--- src/hw/rtl/tlnef_pkg.sv ---
// ----------------------------------------------------------------------------
// tlnef_pkg
// Shared types and constants of the line numbering / escape text filter.
// ----------------------------------------------------------------------------
package tlnef_pkg;

    localparam int NUMBER_DIGITS_DEF = 6;

    // configuration register indexes
    typedef logic [2:0] t_cfg_idx;
    localparam t_cfg_idx CFG_SHOW_NONPRINTING = 3'd0;
    localparam t_cfg_idx CFG_TAB_CARET        = 3'd1;
    localparam t_cfg_idx CFG_NUMBER_ALL       = 3'd2;
    localparam t_cfg_idx CFG_NUMBER_NONBLANK  = 3'd3;
    localparam t_cfg_idx CFG_SHOW_ENDS        = 3'd4;
    localparam t_cfg_idx CFG_SQUEEZE_BLANK    = 3'd5;

    typedef logic [7:0] t_byte;
    typedef logic [3:0] t_digit;

    localparam t_byte CH_LF     = 8'h0A;
    localparam t_byte CH_TAB    = 8'h09;
    localparam t_byte CH_SPACE  = 8'h20;
    localparam t_byte CH_DEL    = 8'h7F;
    localparam t_byte CH_CARET  = 8'h5E;
    localparam t_byte CH_QMARK  = 8'h3F;
    localparam t_byte CH_DOLLAR = 8'h24;
    localparam t_byte CH_M      = 8'h4D;
    localparam t_byte CH_DASH   = 8'h2D;
    localparam t_byte CH_I      = 8'h49;
    localparam t_byte CH_ZERO   = 8'h30;

    localparam t_digit DIGIT_NINE = 4'd9;

    // longest expansion of a visible byte (M-^X)
    localparam int TAIL_MAX = 4;

endpackage

--- src/hw/rtl/text_line_number_escape_filter.sv ---
// ----------------------------------------------------------------------------
// text_line_number_escape_filter
// Text filter: optional line numbers, blank-line squeeze, '$' at line ends
// and caret / M- notation for tabs, control and high bytes.
//
// One input byte is taken per transaction and expands into a run of 0 to
// NUMBER_DIGITS+5 output bytes, the last one flagged by o_run_last. The run
// is built combinationally and loaded into an output shift register that
// emits one byte per cycle while i_out_stall is low; a new input byte is
// taken once the run is empty or its last byte leaves, so a one-byte run
// with the output not stalled, or a squeezed blank line, allows one input
// transaction every cycle. The input is stalled while the output shift
// register holds more than the byte leaving in the current cycle. The line
// counter holds NUMBER_DIGITS decimal digits, wrapping to 0 after all nines.
// ----------------------------------------------------------------------------
module text_line_number_escape_filter #(
    parameter int NUMBER_DIGITS = tlnef_pkg::NUMBER_DIGITS_DEF
) (
    input  logic                  i_clk,
    input  logic                  i_rst_n,
    // configuration
    input  logic                  i_cfg_we,
    input  tlnef_pkg::t_cfg_idx   i_cfg_index,
    input  logic                  i_cfg_data,
    // input channel
    input  logic                  i_in_valid,
    output logic                  o_in_stall,
    input  logic [7:0]            i_data_byte,
    // output channel
    output logic                  o_out_valid,
    input  logic                  i_out_stall,
    output logic [7:0]            o_out_byte,
    output logic                  o_run_last
);

    localparam int RUN_MAX = NUMBER_DIGITS + 5;
    localparam int LEN_W   = $clog2(RUN_MAX + 1);

    // configuration registers
    logic r_show_np, r_tab_caret, r_num_all, r_num_nb, r_show_ends, r_squeeze;

    // line state
    tlnef_pkg::t_digit r_digits [NUMBER_DIGITS];
    logic              r_line_start;
    logic              r_last_empty;

    // output run
    tlnef_pkg::t_byte  r_buf [RUN_MAX];
    logic [LEN_W-1:0]  r_len;

    logic in_acc, out_acc;

    assign o_out_valid = (r_len != '0);
    assign o_out_byte  = r_buf[0];
    assign o_run_last  = (r_len == LEN_W'(1));
    assign out_acc     = o_out_valid && !i_out_stall;
    assign o_in_stall  = (r_len != '0) && !(out_acc && o_run_last);
    assign in_acc      = i_in_valid && !o_in_stall;

    // ---------------- step decode ----------------
    logic at_start_nl, squeezed, num_every, do_num, is_lf;

    assign is_lf       = (i_data_byte == tlnef_pkg::CH_LF);
    assign at_start_nl = r_line_start && is_lf;
    assign squeezed    = at_start_nl && r_squeeze && r_last_empty;
    assign num_every   = r_num_all && !r_num_nb;
    assign do_num      = at_start_nl ? (!squeezed && num_every)
                                     : (r_line_start && (num_every || r_num_nb));

    // ---------------- line number text and increment ----------------
    tlnef_pkg::t_byte  num_chars [NUMBER_DIGITS];   // in output order
    tlnef_pkg::t_digit n_digits  [NUMBER_DIGITS];

    always_comb begin
        logic lead;
        logic carry;
        lead  = 1'b1;
        carry = 1'b1;
        for (int i = NUMBER_DIGITS - 1; i >= 0; i--) begin
            if (lead && r_digits[i] == '0 && i > 0) begin
                num_chars[NUMBER_DIGITS-1-i] = tlnef_pkg::CH_SPACE;
            end else begin
                lead = 1'b0;
                num_chars[NUMBER_DIGITS-1-i] = tlnef_pkg::CH_ZERO | {4'd0, r_digits[i]};
            end
        end
        for (int i = 0; i < NUMBER_DIGITS; i++) begin
            if (!carry) begin
                n_digits[i] = r_digits[i];
            end else if (r_digits[i] >= tlnef_pkg::DIGIT_NINE) begin
                n_digits[i] = '0;
            end else begin
                n_digits[i] = r_digits[i] + 4'd1;
                carry = 1'b0;
            end
        end
    end

    // ---------------- visible form of the byte ----------------
    tlnef_pkg::t_byte tail [tlnef_pkg::TAIL_MAX];
    logic [2:0]       tail_len;

    always_comb begin
        tlnef_pkg::t_byte c;
        tlnef_pkg::t_byte low;
        c   = i_data_byte;
        low = {1'b0, c[6:0]};
        for (int i = 0; i < tlnef_pkg::TAIL_MAX; i++) begin
            tail[i] = c;
        end
        tail_len = 3'd1;
        if (is_lf) begin
            if (r_show_ends) begin
                tail[0]  = tlnef_pkg::CH_DOLLAR;
                tail[1]  = tlnef_pkg::CH_LF;
                tail_len = 3'd2;
            end else begin
                tail[0]  = tlnef_pkg::CH_LF;
            end
        end else if (r_show_np) begin
            if (c < tlnef_pkg::CH_SPACE) begin
                if (c == tlnef_pkg::CH_TAB && !r_tab_caret) begin
                    tail[0] = c;
                end else begin
                    tail[0]  = tlnef_pkg::CH_CARET;
                    tail[1]  = {3'b010, c[4:0]};
                    tail_len = 3'd2;
                end
            end else if (c < tlnef_pkg::CH_DEL) begin
                tail[0] = c;
            end else if (c == tlnef_pkg::CH_DEL) begin
                tail[0]  = tlnef_pkg::CH_CARET;
                tail[1]  = tlnef_pkg::CH_QMARK;
                tail_len = 3'd2;
            end else begin
                tail[0] = tlnef_pkg::CH_M;
                tail[1] = tlnef_pkg::CH_DASH;
                if (low < tlnef_pkg::CH_SPACE) begin
                    tail[2]  = tlnef_pkg::CH_CARET;
                    tail[3]  = {3'b010, low[4:0]};
                    tail_len = 3'd4;
                end else if (low < tlnef_pkg::CH_DEL) begin
                    tail[2]  = low;
                    tail_len = 3'd3;
                end else begin
                    tail[2]  = tlnef_pkg::CH_CARET;
                    tail[3]  = tlnef_pkg::CH_QMARK;
                    tail_len = 3'd4;
                end
            end
        end else if (c == tlnef_pkg::CH_TAB && r_tab_caret) begin
            tail[0]  = tlnef_pkg::CH_CARET;
            tail[1]  = tlnef_pkg::CH_I;
            tail_len = 3'd2;
        end
    end

    // ---------------- run assembly ----------------
    tlnef_pkg::t_byte n_buf [RUN_MAX];
    logic [LEN_W-1:0] n_len;

    always_comb begin
        int k;
        k = 0;
        for (int i = 0; i < RUN_MAX; i++) begin
            n_buf[i] = tlnef_pkg::CH_SPACE;
            if (do_num) begin
                k = i - NUMBER_DIGITS - 1;
                if (i < NUMBER_DIGITS) begin
                    n_buf[i] = num_chars[i];
                end else if (i == NUMBER_DIGITS) begin
                    n_buf[i] = tlnef_pkg::CH_TAB;
                end else if (k < tlnef_pkg::TAIL_MAX) begin
                    n_buf[i] = tail[2'(k)];
                end
            end else if (i < tlnef_pkg::TAIL_MAX) begin
                n_buf[i] = tail[2'(i)];
            end
        end
        if (squeezed) begin
            n_len = '0;
        end else begin
            n_len = (do_num ? LEN_W'(NUMBER_DIGITS + 1) : LEN_W'(0)) + LEN_W'(tail_len);
        end
    end

    // ---------------- registers ----------------
    always_ff @(posedge i_clk) begin
        if (!i_rst_n) begin
            r_show_np    <= 1'b0;
            r_tab_caret  <= 1'b0;
            r_num_all    <= 1'b0;
            r_num_nb     <= 1'b0;
            r_show_ends  <= 1'b0;
            r_squeeze    <= 1'b0;
            r_line_start <= 1'b1;
            r_last_empty <= 1'b0;
            r_len        <= '0;
            for (int i = 0; i < NUMBER_DIGITS; i++) begin
                r_digits[i] <= (i == 0) ? 4'd1 : 4'd0;
            end
        end else begin
            if (i_cfg_we) begin
                unique case (i_cfg_index)
                    tlnef_pkg::CFG_SHOW_NONPRINTING: r_show_np   <= i_cfg_data;
                    tlnef_pkg::CFG_TAB_CARET:        r_tab_caret <= i_cfg_data;
                    tlnef_pkg::CFG_NUMBER_ALL:       r_num_all   <= i_cfg_data;
                    tlnef_pkg::CFG_NUMBER_NONBLANK:  r_num_nb    <= i_cfg_data;
                    tlnef_pkg::CFG_SHOW_ENDS:        r_show_ends <= i_cfg_data;
                    tlnef_pkg::CFG_SQUEEZE_BLANK:    r_squeeze   <= i_cfg_data;
                    default: ;
                endcase
            end

            if (in_acc) begin
                r_len <= n_len;
                if (at_start_nl) begin
                    r_last_empty <= 1'b1;
                end else begin
                    if (r_line_start) begin
                        r_last_empty <= 1'b0;
                    end
                    r_line_start <= is_lf;
                end
                if (do_num) begin
                    for (int i = 0; i < NUMBER_DIGITS; i++) begin
                        r_digits[i] <= n_digits[i];
                    end
                end
            end else if (out_acc) begin
                r_len <= r_len - LEN_W'(1);
            end
        end
    end

    // payload shift register, no reset
    always_ff @(posedge i_clk) begin
        if (in_acc) begin
            for (int i = 0; i < RUN_MAX; i++) begin
                r_buf[i] <= n_buf[i];
            end
        end else if (out_acc) begin
            for (int i = 0; i < RUN_MAX - 1; i++) begin
                r_buf[i] <= r_buf[i+1];
            end
        end
    end

    // ---------------- assertions ----------------
    a_no_overwrite: assert property (@(posedge i_clk) disable iff (!i_rst_n)
        in_acc |-> (r_len == '0 || (r_len == LEN_W'(1) && !i_out_stall)))
        else $error("new run loaded over undelivered bytes");

    a_len_bound: assert property (@(posedge i_clk) disable iff (!i_rst_n)
        r_len <= LEN_W'(RUN_MAX))
        else $error("run length out of range");

    a_squeeze_silent: assert property (@(posedge i_clk) disable iff (!i_rst_n)
        (in_acc && squeezed) |=> !o_out_valid)
        else $error("squeezed line produced output");

    a_number_tab: assert property (@(posedge i_clk) disable iff (!i_rst_n)
        (in_acc && do_num) |=>
            (r_len > LEN_W'(NUMBER_DIGITS + 1) && r_buf[NUMBER_DIGITS] == tlnef_pkg::CH_TAB))
        else $error("line number run malformed");

    a_digit_range: assert property (@(posedge i_clk) disable iff (!i_rst_n)
        r_digits[0] <= tlnef_pkg::DIGIT_NINE && r_digits[NUMBER_DIGITS-1] <= tlnef_pkg::DIGIT_NINE)
        else $error("line counter digit above nine");

endmodule

--- config.mk ---
export PLATFORM = sky130hd
export DESIGN_NAME = text_line_number_escape_filter
export DESIGN_NICKNAME = d
export VERILOG_FILES = /design/src/hw/rtl/tlnef_pkg.sv /design/src/hw/rtl/text_line_number_escape_filter.sv
export SDC_FILE = /design/constraint.sdc
export NUM_CORES = 1
export LEC_CHECK = 0
export BUFFER_PORTS_ARGS = -buffer_cell sky130_fd_sc_hd__buf_2
export CORE_MARGIN = 10
export CORE_UTILIZATION = 61
export DETAILED_ROUTE_END_ITERATION = 12
export PLACE_DENSITY = 0.79
export REMOVE_ABC_BUFFERS = 1
export SYNTH_ARGS = -nofsm -noshare
export SYNTH_HDL_FRONTEND = slang
export SYNTH_SLANG_ARGS = --single-unit
--- constraint.sdc ---
create_clock -name i_clk -period 4.2 [get_ports i_clk]
set_input_delay 0.84 -clock i_clk [delete_from_list [all_inputs] [get_ports i_clk]]
set_output_delay 0.84 -clock i_clk [all_outputs]
set_load 0.02 [all_outputs]
==> results of run 1 <==
==> synth_stat cells (3+ instances only) <==
cell	number
sky130_fd_sc_hd__edfxtp_1	96
sky130_fd_sc_hd__nand2_1	67
sky130_fd_sc_hd__nor2_1	53
sky130_fd_sc_hd__a21oi_1	28
sky130_fd_sc_hd__ha_1	27
sky130_fd_sc_hd__o21ai_0	25
sky130_fd_sc_hd__inv_1	22
sky130_fd_sc_hd__and2_1	14
sky130_fd_sc_hd__and3_1	13
sky130_fd_sc_hd__nand3_1	13
sky130_fd_sc_hd__dfxtp_1	12
sky130_fd_sc_hd__a22o_1	11
sky130_fd_sc_hd__clkbuf_1	10
sky130_fd_sc_hd__nor2b_1	10
sky130_fd_sc_hd__nor3_1	9
sky130_fd_sc_hd__a21o_1	8
sky130_fd_sc_hd__a31oi_1	8
sky130_fd_sc_hd__nand2b_1	8
sky130_fd_sc_hd__buf_2	7
sky130_fd_sc_hd__xor2_1	7
sky130_fd_sc_hd__mux2i_1	6
sky130_fd_sc_hd__o31ai_1	5
sky130_fd_sc_hd__xnor2_1	5
sky130_fd_sc_hd__o211ai_1	4
sky130_fd_sc_hd__o21ai_1	4
sky130_fd_sc_hd__a21boi_0	3
sky130_fd_sc_hd__nor3b_1	3
==> cell type report <==
cell class | count | area [µm²]
Timing Repair Buffer | 30 | 158
Clock inverter | 7 | 82.6
Fill cell | 685 | 2800
Multi-Input combinational cell | 369 | 2340
Inverter | 23 | 86.3
Sequential cell | 108 | 3120
Tap cell | 108 | 135
Clock buffer | 9 | 124
==> cells in the final DEF, fill, tap and decap left out, types with 2 or more instances in the layout <==
| master | count |
|---|---|
| sky130_fd_sc_hd__edfxtp_1 | 96 |
| sky130_fd_sc_hd__nand2_1 | 67 |
| sky130_fd_sc_hd__nor2_1 | 53 |
| sky130_fd_sc_hd__a21oi_1 | 28 |
| sky130_fd_sc_hd__ha_1 | 27 |
| sky130_fd_sc_hd__buf_2 | 27 |
| sky130_fd_sc_hd__o21ai_0 | 25 |
| sky130_fd_sc_hd__inv_1 | 22 |
| sky130_fd_sc_hd__and2_1 | 14 |
| sky130_fd_sc_hd__and3_1 | 13 |
| sky130_fd_sc_hd__nand3_1 | 13 |
| sky130_fd_sc_hd__dfxtp_1 | 12 |
| sky130_fd_sc_hd__a22o_1 | 11 |
| sky130_fd_sc_hd__nor2b_1 | 10 |
| sky130_fd_sc_hd__nor3_1 | 9 |
| sky130_fd_sc_hd__clkbuf_8 | 9 |
| sky130_fd_sc_hd__nand2b_1 | 8 |
| sky130_fd_sc_hd__a21o_1 | 8 |
| sky130_fd_sc_hd__a31oi_1 | 8 |
| sky130_fd_sc_hd__xor2_1 | 7 |
| sky130_fd_sc_hd__mux2i_1 | 6 |
| sky130_fd_sc_hd__o31ai_1 | 5 |
| sky130_fd_sc_hd__xnor2_1 | 5 |
| sky130_fd_sc_hd__o21ai_1 | 4 |
| sky130_fd_sc_hd__o211ai_1 | 4 |
| sky130_fd_sc_hd__nor3b_1 | 3 |
| sky130_fd_sc_hd__a21boi_0 | 3 |
| sky130_fd_sc_hd__buf_4 | 3 |
| sky130_fd_sc_hd__nor3_2 | 2 |
| sky130_fd_sc_hd__or3b_2 | 2 |
| sky130_fd_sc_hd__o311ai_0 | 2 |
| sky130_fd_sc_hd__a22oi_1 | 2 |
| sky130_fd_sc_hd__a221o_1 | 2 |
| sky130_fd_sc_hd__nand4b_1 | 2 |
| sky130_fd_sc_hd__clkinv_4 | 2 |
| sky130_fd_sc_hd__inv_8 | 2 |
==> per-stage QoR <==
step / power, µW / utilization / setup WS (ns) / cell area [µm²]
global route: 3730 / 0.684 / 1.35 / 6050
global placement: 2840 / 0.661 / 1.21 / 5850
floorplan: 2500 / - / 0.959 / 5540
CTS: 3540 / 0.684 / 1.52 / 6050
detailed placement: 2870 / 0.661 / 1.14 / 5850
finish: 3530 / 0.684 / 1.51 / 6050
==> report_power, final <==
part	internal, µW	total, µW	leakage, µW	switching [µW]
clock network	287	673	0.000105	387
registers	1660	1790	0.00105	124
logic	340	1060	0.00124	724
==> registers in the layout, summed over array words and instances (netlist names) <==
signal and count:
r_buf 72, r_digits 24, r_len 4, r_last_empty 1, r_line_start 1, r_num_all 1
r_num_nb 1, r_show_ends 1, r_show_np 1, r_squeeze 1, r_tab_caret 1
==> cells by family after synthesis <==
group                    count (synthesis)
AO/OA/AOI/OAI                          116
XOR/XNOR                                12
adder cells (fa/ha/maj)                 28
buffers and inverters                   42
flip-flops                             108
multiplexers                             7
AND/OR/NAND/NOR                        206
==> metal layers <==
| layer | vias up | wire length (µm) | track usage | share of wire |
|---|---|---|---|---|
| met5 | - | 0 | 0 | 0 |
| met4 | 0 | 100 | 0.0459 | 0.0083 |
| met3 | 11 | 758 | 0.0429 | 0.063 |
| met2 | 142 | 5530 | 0.280 | 0.46 |
| met1 | 1898 | 5710 | 0.261 | 0.47 |
| li1 | 1907 | - | - | - |
==> how the worst max path moves through the flow <==
stage,start,to,slack (ns),cells past startpoint
2_1_floorplan,i_in_valid,r_buf[7][1],0.96,4
3_3_place_gp,i_data_byte[4],r_len[1],1.21,9
3_5_place_dp,i_data_byte[4],r_len[1],1.14,9
4_1_cts,i_data_byte[7],r_len[2],1.52,9
5_1_grt,i_data_byte[7],r_len[2],1.35,9
6_report,i_data_byte[7],r_len[2],1.51,9
==> metrics.sh, run 1 <==
FINAL-HOLD-VIOLATION-COUNT=0
DP_HPWL_UM=8550
CRITICAL_PATH_CLASS='primary input to flip-flop'
POWER_PER_CELL_AREA_nW_PER_UM2=583
YS.WARNINGS.COUNT=0
WORSTHOLDENDPOINT='r_buf[5][5]'
DRTPASS1ITERATIONS=5
POST_SYNTH_INSTANCE_AREA_UM2=5630
GRT_FIRST_PASS_WIRELENGTH_UM=19400
CRITICAL_PATH_PEAK_FANOUT=14
CP_SLOWEST_CELL='sky130_fd_sc_hd__nor3_2'
TIMING.REG2REG.SETUP_SLACK_NS=1.60
WORSTHOLDPATHTYPE='flip-flop to flip-flop'
SYNTH.TOP_CELLS.BY_AREA='sky130_fd_sc_hd__edfxtp_1 51%, sky130_fd_sc_hd__ha_1 6.0%, sky130_fd_sc_hd__nand2_1 4.5%, sky130_fd_sc_hd__dfxtp_1 4.3%, sky130_fd_sc_hd__nor2_1 3.5%'
SYNTH_AREA_LEADER_CELL='sky130_fd_sc_hd__edfxtp_1'
CORE.ROWCOUNT=34
CP_DATA_REQUIRED_TIME_NS=4.52
CTS_BUFFERS=9
FINAL.SETUP.TNS_NS=0
PLACE.PORT_BUFFERS=27
DETAIL_ROUTE.DRC_VIOLATIONS=0
TIMING.HOLD.WORST.START='r_buf[6][5]'
TIGHTEST_SLEW_NS=0.952
MAX_FREQ_GHz=0.371
WORST_SETUP_HOLD_PATH_CLK_SLEW_NS=0.10
ROUTE.DETAILED.WL_PER_INST_UM=18.5
POSTCTSHOLDBUFS=0
CRITPATHMAXSTAGEDELAY_NS=0.43
SYNTH_COMPOUND_GATE_AREA_SHARE=0.138
GRT.OVERFLOW.TOTAL=0
VIAS_PER_CELL=6.05
REPORT.FINAL.SETUP_VIOL=0
FINALCRITPERIODSHARE=0.641
FLOORPLAN.IO_PINS=28
HOLD-WORST-SLACK_NS=0.508
SYNTH_TOP_CELL_AREA_SHARE=0.512
CLK_LATENCY_NS=0.39
WORSTSETUPSTARTPOINTTYPE='primary input'
NUMBER_OF_STANDARD_CELLS_IN_THE_LAYOUT_TAPS_IN_AND_FILLERS_OUT=654
RESIZE_COUNT_POST_CTS=0
GRT_ANTENNA_BEFORE_REPAIR=0
GRT_SETUP_UNREPAIRED='no'
GRT_MAX_DEGREE=64
PLACED_CELLS=638
INITIAL_CORE_UTIL=0.636
SYNTH-SEQ-CELLS=108
CTS_SINKS=108
ITER_0_DRT_VIOLATIONS=386
GLOBAL_ROUTE.USAGE.TOTAL=0.184
SYNTH_ASYNC_SR_FLOP_SHARE=0
TIMING.CRITICAL_PATH.CELLS='buf_2, nor3_2, a41o_2, inv_2, ha_1, fa_1, xor2_1, nand2_1, a21oi_1'
ANTENNA_VIOLATING_NETS_POST_ROUTE=0
WORST_R2R_ENDPOINT='r_buf[4][0]'
WORST_EP_ARRIVAL_TIME_NS=3.02
SYN-INSTANCE-COUNT=519
DESIGN.FINAL.NETS=586
ENDPOINT_KIND='flip-flop'
CTS_TREE='yes'
TIMING.FINAL.MAX_SLEW_VIOLATIONS=0
FIRST_GLOBAL_VIAS=3757
CLOCK-ROOT-BUFFER='sky130_fd_sc_hd__clkbuf_8'
DRV.MAX_CAP_VIOLATION_COUNT=0
AVGSYNTHCELLAREA_UM2=10.8
POST_SYNTH_EDFFS=96
XOR_XNOR_FRACTION_OF_SYNTH_AREA=0.0187
YS.FLOP_TYPE='sky130_fd_sc_hd__edfxtp_1'
PATH_DELAY_FAMILY='adder cells'
TIMING.REG2REG.WORST_PATH_DEPTH=7
CORE-AREA_UM2=8850
POST_ROUTE_CELLS_DRIVE_ABOVE_1_SHARE=0.112
N_ANTENNA_CELL=0
IR_WORST_VDD_uV=593
DIE_W_UM=116
SYN2LAYOUT_AREA_GROWTH_PCT=7.49
VIAS=3958
GLOBALPLACE.CONGESTION=0.897
STATIC-LEAKAGE-POWER_uW=0.00239
POST_SYNTHESIS_ADDER_CELL_AREA_FRACTION=0.0636
ROUTED_WIRELENGTH_UM=12100
CLOCK_SKEW_NS=0.00785
OVERALL_DIE_AREA_UM2=13500
CP.BUFFERS_INVERTERS=2
DIE-HEIGHT_UM=116
UNIQUE_CELL_TYPE_COUNT_IN_THE_YOSYS_NETLIST=61
SYNTH.YOSYS.SEQ_AREA_SHARE=0.555
CTS_POST_SETUP_BUFFERS_INSERTED=0
MAXSLEWHEADROOM=0.365
CTS-ROOT-TO-SINK-BUFFERS=2
SYNTH_TOP_FAMILY_BY_AREA='simple AND/OR/NAND/NOR gates'
CTSHTREEMAXLEVEL=3
YOSYS-MUX-AREA-FRACTION=0.0127
OUTCOME='finished clean'
WHS_PATH_DEPTH=1
SYNTH_SIMPLE_GATE_AREA_SHARE=0.181
CRIT-REG2REG-LAUNCH='r_len[1]'
PERIOD_MINUS_SLACK_NS=2.69
Power figures use the tool's default switching activity.
==> inputs of run 2 (changes only) <==
ABC_AREA = 1   (was unset)
CORE_UTILIZATION = 56   (was 61)
PLACE_DENSITY = 0.77   (was 0.79)
clock period = 2.23 ns   (was 4.2 ns; I/O delays follow)
==> run 2 against run 1 <==
Effect of this change:
- synthesized cell count increased by 21%
- cell area up 8.3%
- global-route usage shrank 1.6 points
- critical path depth shrank 1
- combinational power grew 100%
- die area is 9.9% higher
- final cell count grew 28%
- critical path type is now flip-flop to flip-flop
- largest cell class unchanged
==> metrics.sh, run 2 <==
OUTCOME='finished clean'  # unchanged
POSTCTSHOLDBUFS=0  # unchanged
HOLD-WORST-SLACK_NS=0.384  # was 0.508 ns
CLOCK-ROOT-BUFFER='sky130_fd_sc_hd__clkbuf_8'  # unchanged
MULTI_INPUT_COMB_AREA_UM2=2240  # was 2340 µm²
SYNTHMOSTINSTANTIATEDCELL='sky130_fd_sc_hd__nand2_1'  # was sky130_fd_sc_hd__edfxtp_1
PLACED_CELLS=819  # was 638
TOP_REG_BY_FLOPS='r_buf'  # unchanged
MAX_FREQ_GHz=0.482
INITIAL_CORE_UTIL=0.569  # was 0.636
CTS_SINKS=108  # unchanged
YS.FLOP_TYPE='sky130_fd_sc_hd__edfxtp_1'  # unchanged
GRT_ANTENNA_BEFORE_REPAIR=0  # unchanged
REPORT.FINAL.SETUP_VIOL=0  # unchanged
ROUTE.DETAILED.WL_PER_INST_UM=14.6  # was 18.5 µm
ENDPOINT_KIND='flip-flop'  # unchanged
IR_WORST_VDD_uV=830  # was 593 µV
DRTPASS1ITERATIONS=5  # unchanged
CLK_LATENCY_NS=0.36  # was 0.39 ns
STATIC-LEAKAGE-POWER_uW=0.00288  # was 0.00239 µW
OVERALL_DIE_AREA_UM2=14800  # was 13500 µm²
WORST_SETUP_HOLD_PATH_CLK_SLEW_NS=0.10  # about the same
TIMING.CRITICAL_PATH.CELLS='inv_1, nand3_1, nand2_1, o21ai_0, ha_1, fa_1, nand3_1, a21oi_1'  # was buf_2, nor3_2, a41o_2, inv_2, ha_1, fa_1, xor2_1, nand2_1, a21oi_1
CTSHTREEMAXLEVEL=3  # unchanged
POST_ROUTE_CELLS_DRIVE_ABOVE_1_SHARE=0.185  # was 0.112
SYN2LAYOUT_AREA_GROWTH_PCT=13.2  # was 7.49%
SYNTH-SEQ-CELLS=108  # unchanged
POWER_FRAC_SEQ=0.510  # was 0.507
UNIQUE_CELL_TYPE_COUNT_IN_THE_YOSYS_NETLIST=34  # was 61
CP_SLOWEST_CELL='sky130_fd_sc_hd__dfxtp_1'  # was sky130_fd_sc_hd__nor3_2
CTS-ROOT-TO-SINK-BUFFERS=2  # unchanged
WORSTHOLDPATHTYPE='primary input to flip-flop'  # was flip-flop to flip-flop
NUMBER_OF_FLIP_FLOPS_UNDER_THE_LARGEST_REGISTER_NAME=72  # unchanged
SYNTH_AREA_LEADER_CELL='sky130_fd_sc_hd__edfxtp_1'  # unchanged
ROUTED_WIRELENGTH_UM=12200  # was 12100 µm
REG_TOP3='r_buf: 72 flops, r_digits: 24 flops, r_len: 4 flops'  # unchanged
FINALCRITPERIODSHARE=0.930
MAXSLEWHEADROOM=0.688  # was 0.365
VIAS=4403  # was 3958
SEQUENTIAL_CELL_AREA_UM2=3120  # unchanged
DESIGN.FINAL.NETS=739  # was 586
GLOBALPLACE.CONGESTION=0.943  # was 0.897
FIRST_GLOBAL_VIAS=4294  # was 3757
CTS_POST_SETUP_BUFFERS_INSERTED=0  # unchanged
CRITICAL_PATH_CLASS='flip-flop to flip-flop'  # was primary input to flip-flop
SYN-INSTANCE-COUNT=627  # was 519
WORST_EP_ARRIVAL_TIME_NS=2.33  # was 3.02 ns
CP.BUFFERS_INVERTERS=1  # was 2
POST_SYNTH_EDFFS=96  # unchanged
COMBPWRFRAC=0.313  # was 0.302
CLOCKPOWERSHARE=0.177  # was 0.191
SWITCHING_SHARE_OF_TOTAL_POWER=0.354  # was 0.350
SYNTH_ASYNC_SR_FLOP_SHARE=0  # unchanged
CP_DATA_REQUIRED_TIME_NS=2.49  # was 4.52 ns
SYNTH.YOSYS.SEQ_AREA_SHARE=0.539  # was 0.555
SYNTH.TOP_CELLS.BY_AREA='sky130_fd_sc_hd__edfxtp_1 50%, sky130_fd_sc_hd__nand2_1 9.0%, sky130_fd_sc_hd__ha_1 5.8%, sky130_fd_sc_hd__inv_1 5.1%, sky130_fd_sc_hd__nand3_1 4.8%'  # was sky130_fd_sc_hd__edfxtp_1 51%, sky130_fd_sc_hd__ha_1 6.0%, sky130_fd_sc_hd__nand2_1 4.5%, sky130_fd_sc_hd__dfxtp_1 4.3%, sky130_fd_sc_hd__nor2_1 3.5%
DIE_W_UM=122  # was 116 µm
POWER_PER_CELL_AREA_nW_PER_UM2=1040  # was 583 nW/µm²
PATH_DELAY_FAMILY='adder cells'  # unchanged
TOP_LIBRARY_CELLS_BY_USAGE_IN_THE_LAYOUT_FILL_AND_TAPS_ASIDE='138 x sky130_fd_sc_hd__nand2_1, 96 x sky130_fd_sc_hd__edfxtp_1, 79 x sky130_fd_sc_hd__inv_1'  # was 96 x sky130_fd_sc_hd__edfxtp_1, 67 x sky130_fd_sc_hd__nand2_1, 53 x sky130_fd_sc_hd__nor2_1
FINAL-HOLD-VIOLATION-COUNT=0  # unchanged
TIMING.CRITICAL_PATH.MODE_CELL='sky130_fd_sc_hd__nand3_1'
POST_SYNTH_MOST_FREQUENT_CELLS='139 x sky130_fd_sc_hd__nand2_1, 96 x sky130_fd_sc_hd__edfxtp_1, 79 x sky130_fd_sc_hd__inv_1'  # was 96 x sky130_fd_sc_hd__edfxtp_1, 67 x sky130_fd_sc_hd__nand2_1, 53 x sky130_fd_sc_hd__nor2_1
GRT.OVERFLOW.TOTAL=0  # unchanged
GRT_MAX_DEGREE=72  # was 64
WORSTSETUPSTARTPOINTTYPE='flip-flop'  # was primary input
CRITICAL_PATH_PEAK_FANOUT=7  # was 14
ITER_0_DRT_VIOLATIONS=365  # was 386
SYNTH_TOP_CELL_AREA_SHARE=0.498  # was 0.512
FILLER_CELL_COUNT=848  # was 685
VIAS_PER_CELL=5.27  # was 6.05
NUMBER_OF_STANDARD_CELLS_IN_THE_LAYOUT_TAPS_IN_AND_FILLERS_OUT=835  # was 654
CRITPATHMAXSTAGEDELAY_NS=0.48  # was 0.43 ns
REPORT.POWER.TOTAL_uW=6790  # was 3530 µW
PLACE.PORT_BUFFERS=27  # unchanged
PERIOD_MINUS_SLACK_NS=2.07
POWER.NET_SWITCHING_uW=2400  # was 1240 µW
CTS_BUFFERS=9  # unchanged
TIGHTEST_SLEW_NS=0.463  # was 0.952 ns
GLOBAL_ROUTE.USAGE.TOTAL=0.168  # was 0.184
CORE-AREA_UM2=10200  # was 8850 µm²
FLOORPLAN.IO_PINS=28  # unchanged
LAYOUT.CELLS.MOST_COMMON='sky130_fd_sc_hd__nand2_1'  # was sky130_fd_sc_hd__edfxtp_1
DETAIL_ROUTE.DRC_VIOLATIONS=0  # unchanged
DRV.MAX_CAP_VIOLATION_COUNT=0  # unchanged
DP_HPWL_UM=9210  # was 8550 µm
CLOCK_SKEW_NS=0.0131  # was 0.00785 ns
INTERNAL_POWER_uW=4390  # was 2290 µW
CTS_TREE='yes'  # unchanged
GRT_FIRST_PASS_WIRELENGTH_UM=20300  # was 19400 µm
N_ANTENNA_CELL=0  # unchanged
ANTENNA_VIOLATING_NETS_POST_ROUTE=0  # unchanged
GRT_SETUP_UNREPAIRED='no'  # unchanged
AVGSYNTHCELLAREA_UM2=9.24  # was 10.8 µm²
YS.WARNINGS.COUNT=0  # unchanged
TIMING.FINAL.MAX_SLEW_VIOLATIONS=0  # unchanged
DIE-HEIGHT_UM=122  # was 116 µm
CORE.ROWCOUNT=37  # was 34
POST_SYNTH_INSTANCE_AREA_UM2=5790  # was 5630 µm²
==> run 2: worst paths after layout <==
kind	from	endpoint	slack (ns)	depth (start not counted)
worst max-delay path	r_show_np	r_len[1]	0.16	8
worst min-delay path	i_cfg_index[0]	r_num_nb	0.38	3
worst max register to register	r_show_np	r_len[1]	0.16	8
worst min register to register	r_num_all	r_num_all	0.47	2
==> run 2: final cells by class <==
class | instances | area share
Clock inverter | 7 | 0.0111
Timing Repair Buffer | 71 | 0.0749
Clock buffer | 9 | 0.0189
Tap cell | 136 | 0.0260
Sequential cell | 108 | 0.477
Inverter | 87 | 0.0502
Multi-Input combinational cell | 417 | 0.342
==> run 2: cell families (layout without fill, tap and decap cells) <==
family | count (synthesis) | after routing | share of synthesized area
and+or+nand+nor | 306 | 306 | 0.241
DFF | 108 | 108 | 0.539
AOI/OAI and AO/OA | 69 | 69 | 0.0627
xor gates and xnor gates | 14 | 14 | 0.0212
adders and majority gates | 28 | 28 | 0.0618
buffers and inverters | 102 | 174 | 0.0741
==> run 2: power groups by stage <==
| stage | sequential, µW | clock [µW] | combinational (µW) |
|---|---|---|---|
| after floorplan | 3530 | 0 | 1180 |
| final | 3460 | 1200 | 2120 |
| after global placement | 3480 | 0 | 2060 |
| after CTS | 3460 | 1230 | 2140 |
| after detailed placement | 3500 | 0 | 2130 |
| after global routing | 3530 | 1290 | 2390 |
==> run 2: layer usage <==
metal,up-vias,global-route usage,wire length (µm)
met4,0,0.0395,178
met5,-,0,0
li1,2191,-,-
met2,139,0.281,5880
met3,17,0.0301,666
met1,2056,0.221,5430
==> run 2: tightest hold or removal path, cell delays in order <==
cell and delay, ns:
sky130_fd_sc_hd__buf_2 0.11, sky130_fd_sc_hd__nand3_1 0.09, sky130_fd_sc_hd__a21oi_1 0.06
==> run 2: through the flow <==
stage,area [µm²],setup slack (ns),setup TNS (ns),util
floorplan,5690,-0.793,-59.10,-
CTS,6550,0.177,0,0.643
detailed placement,6350,-0.130,-0.243,0.624
global placement,6350,0.00340,0,0.624
finish,6550,0.156,0,0.643
global route,6550,0.00399,0,0.643
==> run 2: what timing repair did <==
action,in CTS,in global routing
endpoints found under the setup margin,0,3
hold endpoints to repair,0,0
gates resized for setup,0,1
==> inputs of run 3 (changes only) <==
REMOVE_ABC_BUFFERS = unset   (was 1)
SLEW_MARGIN = 20   (was unset)
==> run 3 against run 2 <==
Effect of this change:
- sequential cell count stayed put
- core utilization is 0.21 points higher
- combinational power is 4% higher
- clock power hardly changed
- clock skew is 0.0018 ns lower
- worst setup slack worse by 0.024 ns
- critical path depth is 2 higher
- cell area is 0.32% higher
- sequential power hardly changed
- power is 1.4% higher
- critical path type unchanged
- critical endpoint is now r_len[2]
- largest cell class unchanged
==> metrics.sh, run 3 (same netlist as run 2, synthesis figures left out) <==
GRT_MAX_DEGREE=32  # was 72
POWER.NET_SWITCHING_uW=2460  # was 2400 µW
REPORT.FINAL.SETUP_VIOL=0  # unchanged
CRITICAL_PATH_PEAK_FANOUT=4  # was 7
CP_DATA_REQUIRED_TIME_NS=2.55  # was 2.49 ns
CTSHTREEMAXLEVEL=3  # unchanged
WORSTSETUPSTARTPOINTTYPE='flip-flop'  # unchanged
FIRST_GLOBAL_VIAS=4287  # was 4294
CP_SLOWEST_CELL='sky130_fd_sc_hd__dfxtp_1'  # unchanged
ROUTED_WIRELENGTH_UM=12300  # was 12200 µm
CORE.ROWCOUNT=37  # unchanged
WORST_EP_ARRIVAL_TIME_NS=2.41  # was 2.33 ns
PATH_DELAY_FAMILY='adder cells'  # unchanged
CTS_SINKS=108  # unchanged
GLOBAL_ROUTE.USAGE.TOTAL=0.176  # was 0.168
STATIC-LEAKAGE-POWER_uW=0.00289  # was 0.00288 µW
DRTPASS1ITERATIONS=5  # unchanged
CTS_TREE='yes'  # unchanged
HOLD-WORST-SLACK_NS=0.388  # was 0.384 ns
MAXSLEWHEADROOM=0.684  # was 0.688
ROUTE.DETAILED.WL_PER_INST_UM=14.7  # was 14.6 µm
POST_ROUTE_CELLS_DRIVE_ABOVE_1_SHARE=0.185  # about the same
GLOBALPLACE.CONGESTION=0.908  # was 0.943
RESIZE_COUNT_POST_CTS=0  # unchanged
POSTLAYOUTCELLAREA_UM2=6570  # was 6550 µm²
INITIAL_CORE_UTIL=0.569  # unchanged
N_ANTENNA_CELL=0  # unchanged
DRV.MAX_CAP_VIOLATION_COUNT=0  # unchanged
LAYOUT.CELLS.MOST_COMMON='sky130_fd_sc_hd__nand2_1'  # unchanged
OUTCOME='finished clean'  # unchanged
CLOCKPOWERSHARE=0.177  # about the same
GRT_ANTENNA_BEFORE_REPAIR=0  # unchanged
FINAL-HOLD-VIOLATION-COUNT=0  # unchanged
ENDPOINT_KIND='flip-flop'  # unchanged
CP.BUFFERS_INVERTERS=1  # unchanged
SYNTH_NETS=672
GRT_SETUP_UNREPAIRED='no'  # unchanged
TIMING.CRITICAL_PATH.CELLS='inv_1, nand3_1, nand3_1, nor2_1, o21ai_0, ha_1, fa_1, xor2_1, nand3_1, a21oi_1'  # was inv_1, nand3_1, nand2_1, o21ai_0, ha_1, fa_1, nand3_1, a21oi_1
MAX_FREQ_GHz=0.477  # was 0.482 GHz
CRITPATHMAXSTAGEDELAY_NS=0.41  # was 0.48 ns
CTS_BUFFERS=9  # unchanged
DIE-HEIGHT_UM=122  # unchanged
PERIOD_MINUS_SLACK_NS=2.10  # was 2.07 ns
TOP_REG_BY_FLOPS='r_buf'  # unchanged
DETAIL_ROUTE.DRC_VIOLATIONS=0  # unchanged
CRITICAL_PATH_CLASS='flip-flop to flip-flop'  # unchanged
CORE-AREA_UM2=10200  # unchanged
VIAS=4376  # was 4403
FLOORPLAN.IO_PINS=28  # unchanged
FINAL.SETUP.TNS_NS=0  # unchanged
TIGHTEST_SLEW_NS=0.468  # was 0.463 ns
FINALCRITPERIODSHARE=0.941  # was 0.930
CTS-ROOT-TO-SINK-BUFFERS=2  # unchanged
POSTPLACECELLAREA_UM2=6370  # was 6350 µm²
WORST_SETUP_HOLD_PATH_CLK_SLEW_NS=0.10  # about the same
IR_WORST_VDD_uV=952  # was 830 µV
REG_TOP3='r_buf: 72 flops, r_digits: 24 flops, r_len: 4 flops'  # unchanged
TOP_LIBRARY_CELLS_BY_USAGE_IN_THE_LAYOUT_FILL_AND_TAPS_ASIDE='138 x sky130_fd_sc_hd__nand2_1, 96 x sky130_fd_sc_hd__edfxtp_1, 79 x sky130_fd_sc_hd__inv_1'  # unchanged
CLK_LATENCY_NS=0.38  # was 0.36 ns
POSTCTSHOLDBUFS=0  # unchanged
GRT_FIRST_PASS_WIRELENGTH_UM=20700  # was 20300 µm
TIMING.FINAL.MAX_SLEW_VIOLATIONS=0  # unchanged
COMBPWRFRAC=0.320  # was 0.313
VIAS_PER_CELL=5.23  # was 5.27
CLOCK_SKEW_NS=0.0113  # was 0.0131 ns
PLACE.PORT_BUFFERS=27  # unchanged
GRT.OVERFLOW.TOTAL=0  # unchanged
OVERALL_DIE_AREA_UM2=14800  # unchanged
DP_HPWL_UM=9270  # was 9210 µm
POWER_PER_CELL_AREA_nW_PER_UM2=1050  # was 1040 nW/µm²
DIE_W_UM=122  # unchanged
DESIGN.FINAL.NETS=741  # was 739
SWITCHING_SHARE_OF_TOTAL_POWER=0.357  # was 0.354
CLOCK-ROOT-BUFFER='sky130_fd_sc_hd__clkbuf_8'  # unchanged
WORSTHOLDPATHTYPE='primary input to flip-flop'  # unchanged
SYN2LAYOUT_AREA_GROWTH_PCT=13.5  # was 13.2%
ITER_0_DRT_VIOLATIONS=343  # was 365
TIMING.CRITICAL_PATH.MODE_CELL='sky130_fd_sc_hd__nand3_1'  # unchanged
ANTENNA_VIOLATING_NETS_POST_ROUTE=0  # unchanged
NUMBER_OF_FLIP_FLOPS_UNDER_THE_LARGEST_REGISTER_NAME=72  # unchanged
CTS_POST_SETUP_BUFFERS_INSERTED=0  # unchanged
POWER_FRAC_SEQ=0.504  # was 0.510
INTERNAL_POWER_uW=4430  # was 4390 µW
## run 3: cell types whose count changed in the layout (fill, tap and decap cells not counted)
cell,delta
sky130_fd_sc_hd__inv_6,-1
sky130_fd_sc_hd__nor2_2,-1
sky130_fd_sc_hd__nor2_1,+1
sky130_fd_sc_hd__buf_4,+2
sky130_fd_sc_hd__clkinv_4,+1
sky130_fd_sc_hd__inv_2,-1
sky130_fd_sc_hd__clkinvlp_4,+1
sky130_fd_sc_hd__nand2_4,+1
sky130_fd_sc_hd__nand2_2,-1
## run 3: path summary, 6_finish.rpt
path                                     to  cells past startpoint  slack [ns]        start
worst max-delay path               r_len[2]                     10        0.13  r_tab_caret
worst min-delay path            r_tab_caret                      3        0.39   i_cfg_data
worst min register to register    r_num_all                      2        0.47    r_num_all
worst max register to register     r_len[2]                     10        0.13  r_tab_caret
## run 3: power groups by stage
stage          combinational (µW)  sequential [µW]  clock, µW
5_1_grt                      2480             3540       1320
3_3_place_gp                 2130             3490          0
3_5_place_dp                 2200             3500          0
2_1_floorplan                1410             3550          0
4_1_cts                      2220             3470       1240
6_report                     2200             3470       1220
## run 3: layout make-up
class	instances	area [µm²]
clock inverters	7	75.1
multi-input cells	417	2250
fillers	828	3610
clock buffers	9	124
well taps	136	170
flip-flops and latches	108	3120
repair buffers	73	505
inverters	87	330
## run 3: per-layer routing
layer,share of wire,GRT usage,up-vias
met5,0,0,-
met4,0.020,0.0678,0
met3,0.052,0.0365,20
met2,0.46,0.279,112
met1,0.46,0.232,2048
li1,-,-,2196
## run 3: worst min-delay path, cell delays in order
cell and delay [ns]:
sky130_fd_sc_hd__buf_2 0.13, sky130_fd_sc_hd__nand3_1 0.08, sky130_fd_sc_hd__a21oi_1 0.06
## run 3: through the flow
step / util / std cells / setup WS (ns) / power, µW
floorplan: - / 627 / 0.0587 / 4960
detailed placement: 0.626 / 821 / -0.113 / 5700
CTS: 0.645 / 837 / 0.163 / 6920
global placement: 0.626 / 821 / -0.0504 / 5620
global route: 0.645 / 837 / 0.0178 / 7340
finish: 0.645 / 837 / 0.132 / 6890
